[config.mk]
export PLATFORM = sky130hd
export DESIGN_NAME = gol_row_mem
export DESIGN_NICKNAME = d
export VERILOG_FILES = /design/src/rtl/core/gol_row_mem.sv
export SDC_FILE = /design/constraint.sdc
export NUM_CORES = 2
export LEC_CHECK = 0
export BUFFER_PORTS_ARGS = -buffer_cell sky130_fd_sc_hd__buf_2
export CAP_MARGIN = 20
export CORE_MARGIN = 5
export CORE_UTILIZATION = 51
export CTS_CLUSTER_SIZE = 14
export DETAILED_ROUTE_END_ITERATION = 7
export MAX_ROUTING_LAYER = met4
export PLACE_DENSITY = 0.67
export SETUP_SLACK_MARGIN = 0.5
export SLEW_MARGIN = 20
export SYNTH_ARGS = -nofsm -noshare
export SYNTH_HDL_FRONTEND = slang
export SYNTH_SLANG_ARGS = --single-unit
[constraint.sdc]
create_clock -name clk -period 8.45 [get_ports clk]
set_input_delay 1.2675 -clock clk [delete_from_list [all_inputs] [get_ports clk]]
set_output_delay 1.2675 -clock clk [all_outputs]
set_load 0.005 [all_outputs]
[src/rtl/core/gol_row_mem.sv]
// Row storage of the cell grid: one write port, one read port, registered read.
// Depends on nothing.
`timescale 1ns / 1ps

module gol_row_mem #(
    parameter int WIDTH = 64,
    parameter int DEPTH = 64,
    parameter int AW    = 6
) (
    input  logic             clk,
    input  logic             wr_en,
    input  logic [AW-1:0]    wr_addr,
    input  logic [WIDTH-1:0] wr_data,
    input  logic             rd_en,
    input  logic [AW-1:0]    rd_addr,
    output logic [WIDTH-1:0] rd_data
);
    logic [WIDTH-1:0] mem [DEPTH];

    always_ff @(posedge clk)
    begin
        if (wr_en)
        begin
            mem[wr_addr] <= wr_data;
        end
    end

    always_ff @(posedge clk)
    begin
        if (rd_en)
        begin
            rd_data <= mem[rd_addr];
        end
    end
endmodule

# Word level (Yosys, flattened, before mapping)
# Memories as Yosys holds them, arrays and structs flattened. A register that Yosys moved wholly into a read port is not among the register bits.
# Index checks and enable logic that the tools add are counted.
# classes
muxes	2
# ops
operator	n
$mux W1	2
# totals
mem_bits_rw	4096
wordCells	3
input_bits	79
mem_count	1
out_inout_bits	64
regBits	0
# mem_list
name	depth	width	read_ports	rd_clocked_by_memory_dff	wr	line	text
mem	64	64	1	1	1	18	logic [WIDTH-1:0] mem [DEPTH];

# Longest topological paths before layout
# depth
ltp_word	2
depth_mapped	9
depth_no_buf	5

# Worst setup path after synthesis
# Ideal clock, no wire load.
# synth_timing
path_type	input-to-reg
start	input wr_addr[3]
end	memory mem[48][0] (enable)
required_time_ns	7.886
cell_stages	4
path_slack_ns	1.747
setup_ns	0.564
t_arrival_ns	6.139
path_buffers	1
path_cell_list	clkbuf_1 nor2b_1 nand4b_1 nor3_1
# synth_lines
item	line	text
start: declaration	12	input logic [AW-1:0] wr_addr,
end: declaration	18	
# Straight into the memory's write port.

==> impl_metrics.prom <==
# TYPE chip_impl_metric gauge
chip_impl_metric{name="clock_buffer_count_from_cts",unit=""} 403
chip_impl_metric{name="final_net_count",unit=""} 7062
chip_impl_info{name="crit_path_end",value="rd_data[55]"} 1
chip_impl_metric{name="cp_slowest_stage_delay",unit="ps"} 810
chip_impl_metric{name="timing_max_transition_violations_final",unit=""} 0
chip_impl_metric{name="drt_pre_antenna_iters",unit=""} 6
chip_impl_info{name="worst_path_dominant_cell_family",value="buffers and inverters"} 1
chip_impl_metric{name="placement_row_count",unit=""} 203
chip_impl_metric{name="detailedPlacementHpwl",unit="µm"} 219000
chip_impl_metric{name="share_seq_of_total_power",unit="%"} 54.2
chip_impl_metric{name="overflow",unit=""} 0
chip_impl_metric{name="layout.cells.non_filler",unit=""} 11400
chip_impl_metric{name="netlist_area",unit="µm²"} 157000
chip_impl_info{name="grt_setup_unrepaired",value="no"} 1
chip_impl_metric{name="drt-initial-drc-count",unit=""} 10800
chip_impl_metric{name="finalCritPeriodShare",unit="%"} 49.2
chip_impl_metric{name="routed_wire_length",unit="µm"} 420000
chip_impl_metric{name="die_h",unit="µm"} 565
chip_impl_info{name="synth.area.top_cells",value="edfxtp_1 80%, mux4_2 15%, mux2i_1 0.86%"} 1
chip_impl_metric{name="area_growth_syn_to_layout",unit="%"} 12.5
chip_impl_metric{name="finalHoldViolations",unit=""} 0
chip_impl_metric{name="design_area",unit="µm²"} 177000
chip_impl_metric{name="clock_skew",unit="ps"} 53.3
chip_impl_metric{name="whs",unit="ps"} 746
chip_impl_info{name="root_buffer",value="clkbuf_16"} 1
chip_impl_info{name="critPathKind",value="in -> reg"} 1
chip_impl_metric{name="instance_count_after_placement_with_tap_cells_included",unit=""} 10700
chip_impl_metric{name="ir_worst_vdd",unit="V"} 0.000199
chip_impl_info{name="synthDominantAreaCellType",value="edfxtp_1"} 1
chip_impl_metric{name="tightestPinTransition",unit="ps"} 1210
chip_impl_info{name="critPathSlowestCell",value="buf_4"} 1
chip_impl_metric{name="r2r_cells",unit=""} 5
chip_impl_metric{name="detailroute.via_count",unit=""} 75600
chip_impl_metric{name="total_switching_power",unit="mW"} 8.84
chip_impl_info{name="r2r_end",value="rd_data[12]"} 1
chip_impl_metric{name="maximum_number_of_pins_on_one_net_before_global_route_repair",unit=""} 115
chip_impl_metric{name="grt_pass1_wl",unit="µm"} 590000
chip_impl_metric{name="synth.yosys.warnings",unit=""} 0
chip_impl_metric{name="start_util",unit="%"} 51.3
chip_impl_metric{name="ys_ff_latch",unit=""} 4160
chip_impl_metric{name="antenna_found_initial",unit=""} 26
chip_impl_metric{name="post-cts-setup-buffer-count",unit=""} 0
chip_impl_metric{name="final-setup-viol-count",unit=""} 0
chip_impl_metric{name="critPathRequiredTime",unit="ps"} 9080
chip_impl_metric{name="timing.slew.headroom",unit="%"} 19.6
chip_impl_metric{name="route.antenna.remaining_nets",unit=""} 0
chip_impl_metric{name="timing.max_cap.violations",unit=""} 0
chip_impl_info{name="cts_tree",value="built"} 1
chip_impl_metric{name="power",unit="mW"} 42.4
chip_impl_metric{name="critical_path_peak_fanout",unit=""} 114
chip_impl_metric{name="vias_in_the_first_global_route",unit=""} 75700
chip_impl_metric{name="power_report.internal_total",unit="mW"} 33.6
chip_impl_metric{name="path_buf_inv",unit=""} 3
chip_impl_metric{name="drive_above_1_share",unit="%"} 27.8
chip_impl_info{name="hp-class",value="in -> reg"} 1
chip_impl_metric{name="achievable-frequency",unit="MHz"} 241
chip_impl_info{name="critical_path.cell_chain",value="buf_8, buf_12, buf_4, mux4_2, mux2i_1, nand2_1, a31oi_1, a211oi_1"} 1
chip_impl_metric{name="timing.reg2reg.setup_slack",unit="ps"} 6120
chip_impl_metric{name="route.detailed.drc",unit=""} 0
chip_impl_metric{name="finalCriticalPeriod",unit="ps"} 4160
chip_impl_metric{name="routedWlPerCell",unit="µm"} 36.8
chip_impl_metric{name="aggregate_negative_setup_slack",unit="ps"} 0
chip_impl_metric{name="cts_hold_buffers",unit=""} 0
chip_impl_metric{name="via_per_inst",unit=""} 6.61
chip_impl_metric{name="power.share.combinational",unit="%"} 4.5
chip_impl_metric{name="layout_setup_ws",unit="ps"} 4290
chip_impl_metric{name="cts_resized",unit=""} 0
chip_impl_metric{name="grtUsageTotal",unit="%"} 27.1
chip_impl_metric{name="yosysUniqueCellTypes",unit=""} 32
chip_impl_metric{name="synth_enable_flop_cells",unit=""} 4160
chip_impl_metric{name="worstSkewPairLatency",unit="ps"} 950
chip_impl_metric{name="netlist.area_leader.share",unit="%"} 79.6
chip_impl_info{name="critical_path.startpoint_type",value="input pin"} 1
chip_impl_info{name="outcome",value="finished, final reports clean"} 1
chip_impl_metric{name="clock_pin_slew_of_the_registers_on_the_worst_case_setup_and_hold_paths",unit="ps"} 60
chip_impl_metric{name="syn_area_per_cell",unit="µm²"} 23.8
chip_impl_metric{name="worstSetupPathDepth",unit=""} 8
chip_impl_metric{name="max-clock-path-buffers",unit=""} 4
chip_impl_metric{name="floorplan.io_pins",unit=""} 143
chip_impl_metric{name="n_fill_cell",unit=""} 21500
chip_impl_info{name="cp-startpoint",value="rd_addr[2]"} 1
chip_impl_metric{name="place_area",unit="µm²"} 164000
chip_impl_metric{name="final_core_utilization",unit="%"} 57.7
chip_impl_metric{name="htree_num_levels",unit=""} 5
chip_impl_metric{name="synth-seq-area-share",unit="%"} 79.6
chip_impl_metric{name="async_reset_ff_share",unit="%"} 0
chip_impl_metric{name="sw_frac_of_total",unit="%"} 20.8
chip_impl_metric{name="synth.net_count",unit=""} 6677
chip_impl_metric{name="power.static_leakage",unit="nW"} 54.8
chip_impl_metric{name="core_region_area",unit="µm²"} 306000
chip_impl_info{name="postSynth.topFlopCell",value="edfxtp_1"} 1
chip_impl_metric{name="crit_arrival",unit="ps"} 4790
chip_impl_metric{name="syn_inst",unit=""} 6598
chip_impl_metric{name="clock_sinks",unit=""} 4160
chip_impl_metric{name="share_clk_of_total_power",unit="%"} 41.4
chip_impl_metric{name="dp_worst_setup_slack",unit="ps"} 3390
chip_impl_info{name="sort_of_element_at_the_end_of_the_critical_path",value="register"} 1
chip_impl_metric{name="die_area",unit="µm²"} 319000
chip_impl_metric{name="io_buffer_count",unit=""} 142
chip_impl_metric{name="power_per_cell_area",unit="nW/µm²"} 240
chip_impl_metric{name="globalplace.congestion",unit=""} 0.807
chip_impl_info{name="crit-reg2reg-launch",value="mem[11][12]"} 1
chip_impl_metric{name="die_width",unit="µm"} 565
-- flip-flops by register name (all words and copies together) (netlist names) --
signal	flops
rd_data	64
mem	4096
-- how the worst min path moves through the flow --
stage                     start           to  slack [ps]  cells after the start
global route        wr_data[31]  mem[19][31]         750                      1
global placement    mem[52][14]  rd_data[14]         900                      4
finish              wr_data[31]  mem[17][31]         750                      1
floorplan           mem[30][61]  rd_data[61]         860                      4
CTS                 mem[39][28]  rd_data[28]         910                      4
detailed placement  mem[39][28]  rd_data[28]         900                      4
-- area by class of cell --
class                      instances  area (µm²)  area share (%)
antenna                           25        62.6          0.0354
sequential                      4160      125000            70.7
clock inverter                   246        2180            1.23
timing repair buffer             350        2960            1.67
clock buffer                     486       10600            5.99
tap                             4100        5130            2.90
inverter                          19        71.3          0.0404
multi-input combinational       2049       30800            17.4
-- Yosys cell counts (34+ instances only) --
cell type,count
edfxtp_1,4160
mux4_2,1024
buf_2,170
a22oi_1,168
clkbuf_1,140
mux2i_1,135
nor2_1,112
a22o_1,88
o22ai_1,83
and3_1,64
a211oi_1,63
nand2_1,58
nand3_1,45
o221ai_1,38
buf_4,34
-- per-layer routing --
layer / track usage (%) / up-vias / wire length [µm]
met4: 9.22 / 0 / 15700
met1: 36.8 / 41000 / 156000
li1: - / 29300 / -
met2: 42.4 / 4551 / 206000
met5: - / - / 0
met3: 4.68 / 757 / 42000
-- power groups by stage --
stage,clock network [mW],registers (mW),logic (mW)
CTS,17.7,23.0,1.90
global placement,0,23.4,1.86
floorplan,0,23.4,1.06
global route,18.7,23.0,2.00
finish,17.5,23.0,1.89
detailed placement,0,23.4,1.90
-- placed cells by master (no fill, tap or decap), drive strengths merged --
| master | netlist | final |
|---|---|---|
| a211oi | 63 | 63 |
| a22o | 88 | 88 |
| a22oi | 168 | 168 |
| a2bb2oi | 19 | 19 |
| a31o | 1 | 1 |
| a31oi | 18 | 18 |
| a41oi | 26 | 26 |
| and2 | 3 | 3 |
| and3 | 64 | 64 |
| buf | 230 | 350 |
| bufinv | 0 | 35 |
| clkbuf | 140 | 486 |
| clkinv | 0 | 193 |
| clkinvlp | 0 | 12 |
| diode | 0 | 25 |
| edfxtp | 4160 | 4160 |
| inv | 19 | 25 |
| mux2i | 135 | 135 |
| mux4 | 1024 | 1024 |
| nand2 | 58 | 58 |
| nand2b | 11 | 11 |
| nand3 | 45 | 45 |
| nand3b | 2 | 2 |
| nand4 | 2 | 2 |
| nand4b | 1 | 1 |
| nor2 | 112 | 112 |
| nor2b | 28 | 28 |
| nor3 | 2 | 2 |
| o221ai | 38 | 38 |
| o22ai | 83 | 83 |
| or2 | 28 | 28 |
| or3 | 29 | 29 |
| or3b | 1 | 1 |
-- cell families after synthesis --
group           share of synthesized area [%]
flops                                    79.6
mux                                      15.6
compound gates                           2.47
buf+inv                                  1.18
simple gates                             1.23
No activity file was read; power rests on OpenSTA's default activity.
