$ cat config.mk
export PLATFORM = sky130hd
export DESIGN_NAME = gol_row_eval
export DESIGN_NICKNAME = d
export VERILOG_FILES = /design/src/rtl/core/gol_pkg.sv /design/src/rtl/core/gol_row_eval.sv
export SDC_FILE = /design/constraint.sdc
export NUM_CORES = 1
export LEC_CHECK = 0
export BUFFER_PORTS_ARGS = -buffer_cell sky130_fd_sc_hd__buf_2
export CAP_MARGIN = 30
export CORE_MARGIN = 2
export CORE_UTILIZATION = 44
export DETAILED_ROUTE_END_ITERATION = 6
export PLACE_DENSITY = 0.69
export SLEW_MARGIN = 25
export SYNTH_ARGS = -nofsm -noshare
export SYNTH_HDL_FRONTEND = slang
export SYNTH_SLANG_ARGS = --single-unit
$ cat constraint.sdc
create_clock -name vclk -period 10.95
set_clock_uncertainty 0.15 [all_clocks]
set_input_delay 3.285 -clock vclk [all_inputs]
set_output_delay 3.285 -clock vclk [all_outputs]
set_load 0.01 [all_outputs]
$ cat src/rtl/core/gol_pkg.sv
// Shared types and constants for the cell grid block.
// No dependencies; the interfaces, the row evaluator, the top level and the testbench import this package.
`timescale 1ns / 1ps

package gol_pkg;

    localparam int ACTION_W = 2;
    localparam int POS_W    = 6;
    localparam int CFG_W    = 7;
    localparam int NBR_W    = 4;

    localparam logic [NBR_W-1:0] BIRTH_COUNT   = 4'd3;
    localparam logic [NBR_W-1:0] SURVIVE_COUNT = 4'd2;

    localparam logic [CFG_W-1:0] DIM_RESET = 7'd64;

    typedef enum logic [ACTION_W-1:0] {
        ACT_WRITE = 2'd0,
        ACT_READ  = 2'd1,
        ACT_STEP  = 2'd2
    } action_t;

    typedef enum logic {
        CFG_WIDTH  = 1'b0,
        CFG_HEIGHT = 1'b1
    } cfg_index_t;

    typedef enum logic [2:0] {
        ST_CLEAR,
        ST_IDLE,
        ST_CELL,
        ST_STEP_LOAD,
        ST_STEP_ROW,
        ST_DONE
    } state_t;

endpackage

$ cat src/rtl/core/gol_row_eval.sv
// Row evaluator: applies the B3/S23 rule to one whole row from three old rows.
// Depends on gol_pkg.
`timescale 1ns / 1ps

module gol_row_eval #(
    parameter int WIDTH = 64
) (
    input  logic [WIDTH-1:0] above,
    input  logic [WIDTH-1:0] middle,
    input  logic [WIDTH-1:0] below,
    input  logic [WIDTH-1:0] col_mask,
    output logic [WIDTH-1:0] next_row
);
    import gol_pkg::*;

    logic [WIDTH+1:0] a_pad;
    logic [WIDTH+1:0] m_pad;
    logic [WIDTH+1:0] b_pad;

    // Columns outside the active area, and the edges, read as dead.
    assign a_pad = {1'b0, above & col_mask, 1'b0};
    assign m_pad = {1'b0, middle & col_mask, 1'b0};
    assign b_pad = {1'b0, below & col_mask, 1'b0};

    for (genvar c = 0; c < WIDTH; c++)
    begin : g_col
        logic [NBR_W-1:0] count;
        logic             alive;
        logic             live_next;

        assign count = NBR_W'(a_pad[c]) + NBR_W'(a_pad[c+1]) + NBR_W'(a_pad[c+2])
                     + NBR_W'(m_pad[c]) + NBR_W'(m_pad[c+2])
                     + NBR_W'(b_pad[c]) + NBR_W'(b_pad[c+1]) + NBR_W'(b_pad[c+2]);
        assign alive     = m_pad[c+1];
        assign live_next = (count == BIRTH_COUNT) || (alive && (count == SURVIVE_COUNT));
        // Cells outside the active area keep their stored value.
        assign next_row[c] = col_mask[c] ? live_next : middle[c];
    end
endmodule

# ---- Word-level counts from Yosys, hierarchy flattened
# Cells that the tools add are included.
dict set report totals {
  ff_bits 0
  latch_bits 0
  ramBits 0
  romBits 0
  in_bits 256
  out_inout_bits 64
  elab_cells 764
  memories 0
}
dict set report op_classes {
  n_addsub 441
  multipliers 0
  n_div 0
  magnitude_cmp 0
  n_eq_ne 128
  shifts 0
  mux 64
  n_bitwise 3
  n_reduce_logical 128
}
# op count
set ops {}
lappend ops {{adder 4 x 1 -> 4 bit} 252}
lappend ops {{== test 4 x 2 -> 1 bit, second input constant} 128}
lappend ops {{adder 3 x 1 -> 4 bit} 63}
lappend ops {{bitwise AND 64 bit} 3}
lappend ops {{adder 2 x 1 -> 3 bit} 63}
lappend ops {{adder 1 x 1 -> 2 bit} 63}
lappend ops {{logical AND 1 bit} 64}
lappend ops {{logical OR 1 bit} 64}
lappend ops {{two-way mux 1 bit} 64}

# ---- Logic depth before layout (Yosys ltp)
dict set report logic_depth {
  depth_word 12
  mapped_depth 13
  ltp_nobuf 13
}

# ---- Worst setup path before layout
# OpenSTA, ideal clock, no wires.
dict set report synth_path {
  path_type {input -> output}
  startpoint {in col_mask[7]}
  endpoint {out next_row[7]}
  t_arrival_ns 5.951
  required_ns 7.515
  path_slack_ns 1.564
  cell_stages 12
  n_path_buf 0
  path_cell_list {nand2_2 xor2_1 ha_1 inv_1 fa_1 inv_1 fa_1 and3_1 fa_1 o21ai_0 nand3_1 a21oi_1}
}
dict set report synth_between {
  elab_chain_len 12
  word_cells_on_any_way 15
  cone_classes {add/sub: 7; eq/ne: 2; mux: 1; bitwise: 3; reduce/logical: 2}
}
# element line
set synth_lines {}
lappend synth_lines {{start: declaration} gol_row_eval.sv:11} ;# input logic [WIDTH-1:0] col_mask,
lappend synth_lines {{bitwise AND 64 bit} gol_row_eval.sv:21} ;# assign a_pad = {1'b0, above & col_mask, 1'b0};
lappend synth_lines {{adder 1 x 1 -> 2 bit} gol_row_eval.sv:31} ;# assign count = NBR_W'(a_pad[c]) + NBR_W'(a_pad[c+1]) + NBR_W'(a_pad[c+2])
lappend synth_lines {{adder 2 x 1 -> 3 bit} gol_row_eval.sv:31}
lappend synth_lines {{adder 3 x 1 -> 4 bit} gol_row_eval.sv:32} ;# + NBR_W'(m_pad[c]) + NBR_W'(m_pad[c+2])
lappend synth_lines {{adder 4 x 1 -> 4 bit} gol_row_eval.sv:32}
lappend synth_lines {{adder 4 x 1 -> 4 bit (3 in a row)} gol_row_eval.sv:33} ;# + NBR_W'(b_pad[c]) + NBR_W'(b_pad[c+1]) + NBR_W'(b_pad[c+2]);
lappend synth_lines {{== test 4 x 2 -> 1 bit} gol_row_eval.sv:35} ;# assign live_next = (count == BIRTH_COUNT) || (alive && (count == SURVIVE_COUNT));
lappend synth_lines {{logical AND 1 bit} gol_row_eval.sv:35}
lappend synth_lines {{logical OR 1 bit} gol_row_eval.sv:35}
lappend synth_lines {{two-way mux 1 bit (*)} gol_row_eval.sv:37} ;# assign next_row[c] = col_mask[c] ? live_next : middle[c];
lappend synth_lines {{end: declaration} gol_row_eval.sv:12} ;# output logic [WIDTH-1:0] next_row
# Every way passes the cells marked *; elsewhere a longest branch is shown, timed or not.

# ---- Final worst setup path
dict set report layout_path {
  startpoint {in col_mask[31]}
  endpoint {out next_row[32]}
}
dict set report layout_between {
  elab_chain_len 12
  word_cells_on_any_way 15
  cone_classes {add/sub: 7; eq/ne: 2; mux: 1; bitwise: 3; reduce/logical: 2}
}
# element line
set layout_lines {}
lappend layout_lines {{bitwise AND 64 bit} gol_row_eval.sv:21}
lappend layout_lines {{adder 1 x 1 -> 2 bit} gol_row_eval.sv:31}
lappend layout_lines {{adder 2 x 1 -> 3 bit} gol_row_eval.sv:31}
lappend layout_lines {{adder 3 x 1 -> 4 bit} gol_row_eval.sv:32}
lappend layout_lines {{adder 4 x 1 -> 4 bit} gol_row_eval.sv:32}
lappend layout_lines {{adder 4 x 1 -> 4 bit (*) (3 in a row)} gol_row_eval.sv:33}
lappend layout_lines {{== test 4 x 2 -> 1 bit} gol_row_eval.sv:35}
lappend layout_lines {{logical AND 1 bit} gol_row_eval.sv:35}
lappend layout_lines {{logical OR 1 bit (*)} gol_row_eval.sv:35}
lappend layout_lines {{two-way mux 1 bit (*)} gol_row_eval.sv:37}
# Marks and branches as above.

==> impl_metrics.yaml <==
run_status:
  status: "completed"
grt:
  grt_pass1_wl_mm: 43.2
  grt_overflow: 0
  antenna_found_initial: 3
  grt_max_degree: 8
  grt_pass1_vias: 9851
  grtUsageTotal_pct: 18.8
clocking:
  cts_resized: 0
  post_cts_buffers: 0
  hold_buffers: 0
finish:
  nets: 2191
  fill_cells: 2464
  multi_input_area_um2: 11300
  final_layout_size_suffix_gt1_share_pct: 24.4
  nFlopsAndLatches: 0
  syn_to_final_growth_pct: 17.8
  utilization_pct: 52.3
  register_area_um2: 0
  clock_buffers: 0
route:
  drtIter0Drc: 337
  remaining_drc_errors: 0
  wl_per_cell_um: 14.2
  dr.pass1.iters: 7
  vias: 10000
  ant_nets: 0
  routed_wl_mm: 26.7
  vias_per_cell: 5.30
timing:
  fmax_mhz: 103
  report.final.slew_viol_count: 0
  tightest_slew_ns: 0.248
  fin_setup_tns_ns: 0
  fin_crit_ns: 9.75
  max_slew_margin_pct: 83.2
  hold_violations: 0
  setup_viol_count_final: 0
  rsz0062_at_grt: "no"
  period_share_pct: 89.0
critical_path:
  path_common_cell: "fa_1"
  slowest_delay_ns: 0.56
  cp_max_fo: 6
  crit_cells: 12
  slowest_stage: "fa_1"
  worst_ep_arrival_time_ns: 6.31
  critPathTopFamily: "adder cells"
  cp.required_ns: 7.52
  path_class: "in2out"
  worstPathCellList: "buf_2, nand2_2, xor2_1, ha_1, fa_1, fa_1, and3_1, fa_1, o21ai_0, nand3_1, a21oi_1, buf_2"
  cp-start-kind: "input pin"
  critPathBufInv: 2
  cp-end-kind: "output port"
placement:
  place_congestion: 0.854
  io_buffer_count: 320
  dpl.hpwl_mm: 24.8
power:
  ir_drop_mv: 0.0363
  p_clk_share_pct: 0
  pwr-share-comb_pct: 100.0
  leakage_nw: 6.76
  p_int_mw: 0.471
  netSwitchingPower_mw: 0.536
  powerDensity_nw_per_um2: 74.8
  p_seq_share_pct: 0
  swShare_pct: 53.3
yosys:
  synth-compound-area-share_pct: 12.7
  synth_area_um2: 11400
  synthDistinctLibCells: 22
  avgSynthCellArea_um2: 9.29
  ys_warn_count: 0
  synth_cells: 1231
  synth_top_family_by_area: "adder cells"
  synth_fp_nets: 1869
  synth_simple_gate_area_share_pct: 23.1
  synth_fa_ha_area_share_pct: 54.3
  yosysSeqAreaShare_pct: 0
  synthMuxAreaShare_pct: 0
  synth_xor_area_share_pct: 8.81
floorplanning:
  start_util_pct: 44.4
  die_w_um: 165
  core_um2: 25800
  die_h_um: 165
  rows: 59
  io_pins: 320
  die_area_um2: 27300
hold_path:
  holdPathStages: 3
  min_path_type: "in2out"
run:
  cap_viol_max_count: 0
==> placed cells by master (no fill, tap or decap), types with 54 or more instances in the layout <==
cell type	synthesis	final
buf_2	0	320
fa_1	191	191
ha_1	191	191
a21oi_1	126	126
and2_1	120	120
nand3_1	110	110
o21ai_0	61	61
xor2_1	61	61
and3_1	60	60
o21bai_1	60	60
nand2_2	58	58
nand3b_1	54	54
xnor2_1	54	54
==> metrics by stage <==
step           area [um2]  hold slack [ns]  setup slack [ns]  cells  power, mW
2_1_floorplan       11400             6.50              1.56   1231      0.725
3_3_place_gp        13500             6.71              1.25   1886      0.976
3_5_place_dp        13500             6.72              1.19   1886       1.01
4_1_cts             13500             6.72              1.16   1886       1.02
5_1_grt             13500             6.75             0.983   1889       1.16
6_report            13500             6.72              1.20   1890       1.01
==> path summary, 6_finish.rpt <==
path,to,from
setup / recovery,next_row[32],col_mask[31]
hold / removal,next_row[0],col_mask[0]
==> logic make-up after synthesis <==
kind of cell,Yosys count
AND/OR/NAND/NOR,447
XOR/XNOR,115
adder cells (fa/ha/maj),382
buffers and inverters,33
AO/OA/AOI/OAI,254
==> per-layer routing <==
metal | track usage (%) | part of all wire (%)
met1 | 23.4 | 42
met2 | 36.1 | 52
met3 | 1.52 | 4.3
met4 | 2.13 | 0.93
met5 | 0 | 0
==> cell usage after synthesis (all sizes together) (4+ instances only) <==
library cell | n | area (um2)
nand3b | 54 | 405
nand2b | 6 | 37.5
nand2 | 83 | 457
and3 | 60 | 375
a21oi | 126 | 631
o21bai | 60 | 450
o21ai | 61 | 305
inv | 33 | 124
a221oi | 4 | 35.0
nor2 | 12 | 45.0
fa | 191 | 3820
nand3 | 110 | 551
xnor2 | 54 | 473
xor2 | 61 | 534
and2 | 120 | 751
ha | 191 | 2390
==> worst min-delay path, delay by kind of cell <==
kind                   cells  cell delay, ns
AOI/OAI and AO/OA          1            0.06
buffers and inverters      2            0.24
==> area by class of cell <==
cell class | count | share of cell area (%)
multi-input combinational | 1198 | 84.0
timing repair buffer | 320 | 11.9
tap | 335 | 3.11
inverter | 33 | 0.920
antenna | 4 | 0.0743
==> power by group through the flow <==
stage / combinational, mW / sequential [mW] / clock (mW)
after floorplan: 0.725 / 0 / 0
after global placement: 0.976 / 0 / 0
after detailed placement: 1.01 / 0 / 0
after CTS: 1.02 / 0 / 0
after global routing: 1.16 / 0 / 0.0000000367
final: 1.01 / 0 / 0.0000000489
Note: power is estimated with default switching activity, not from simulation.
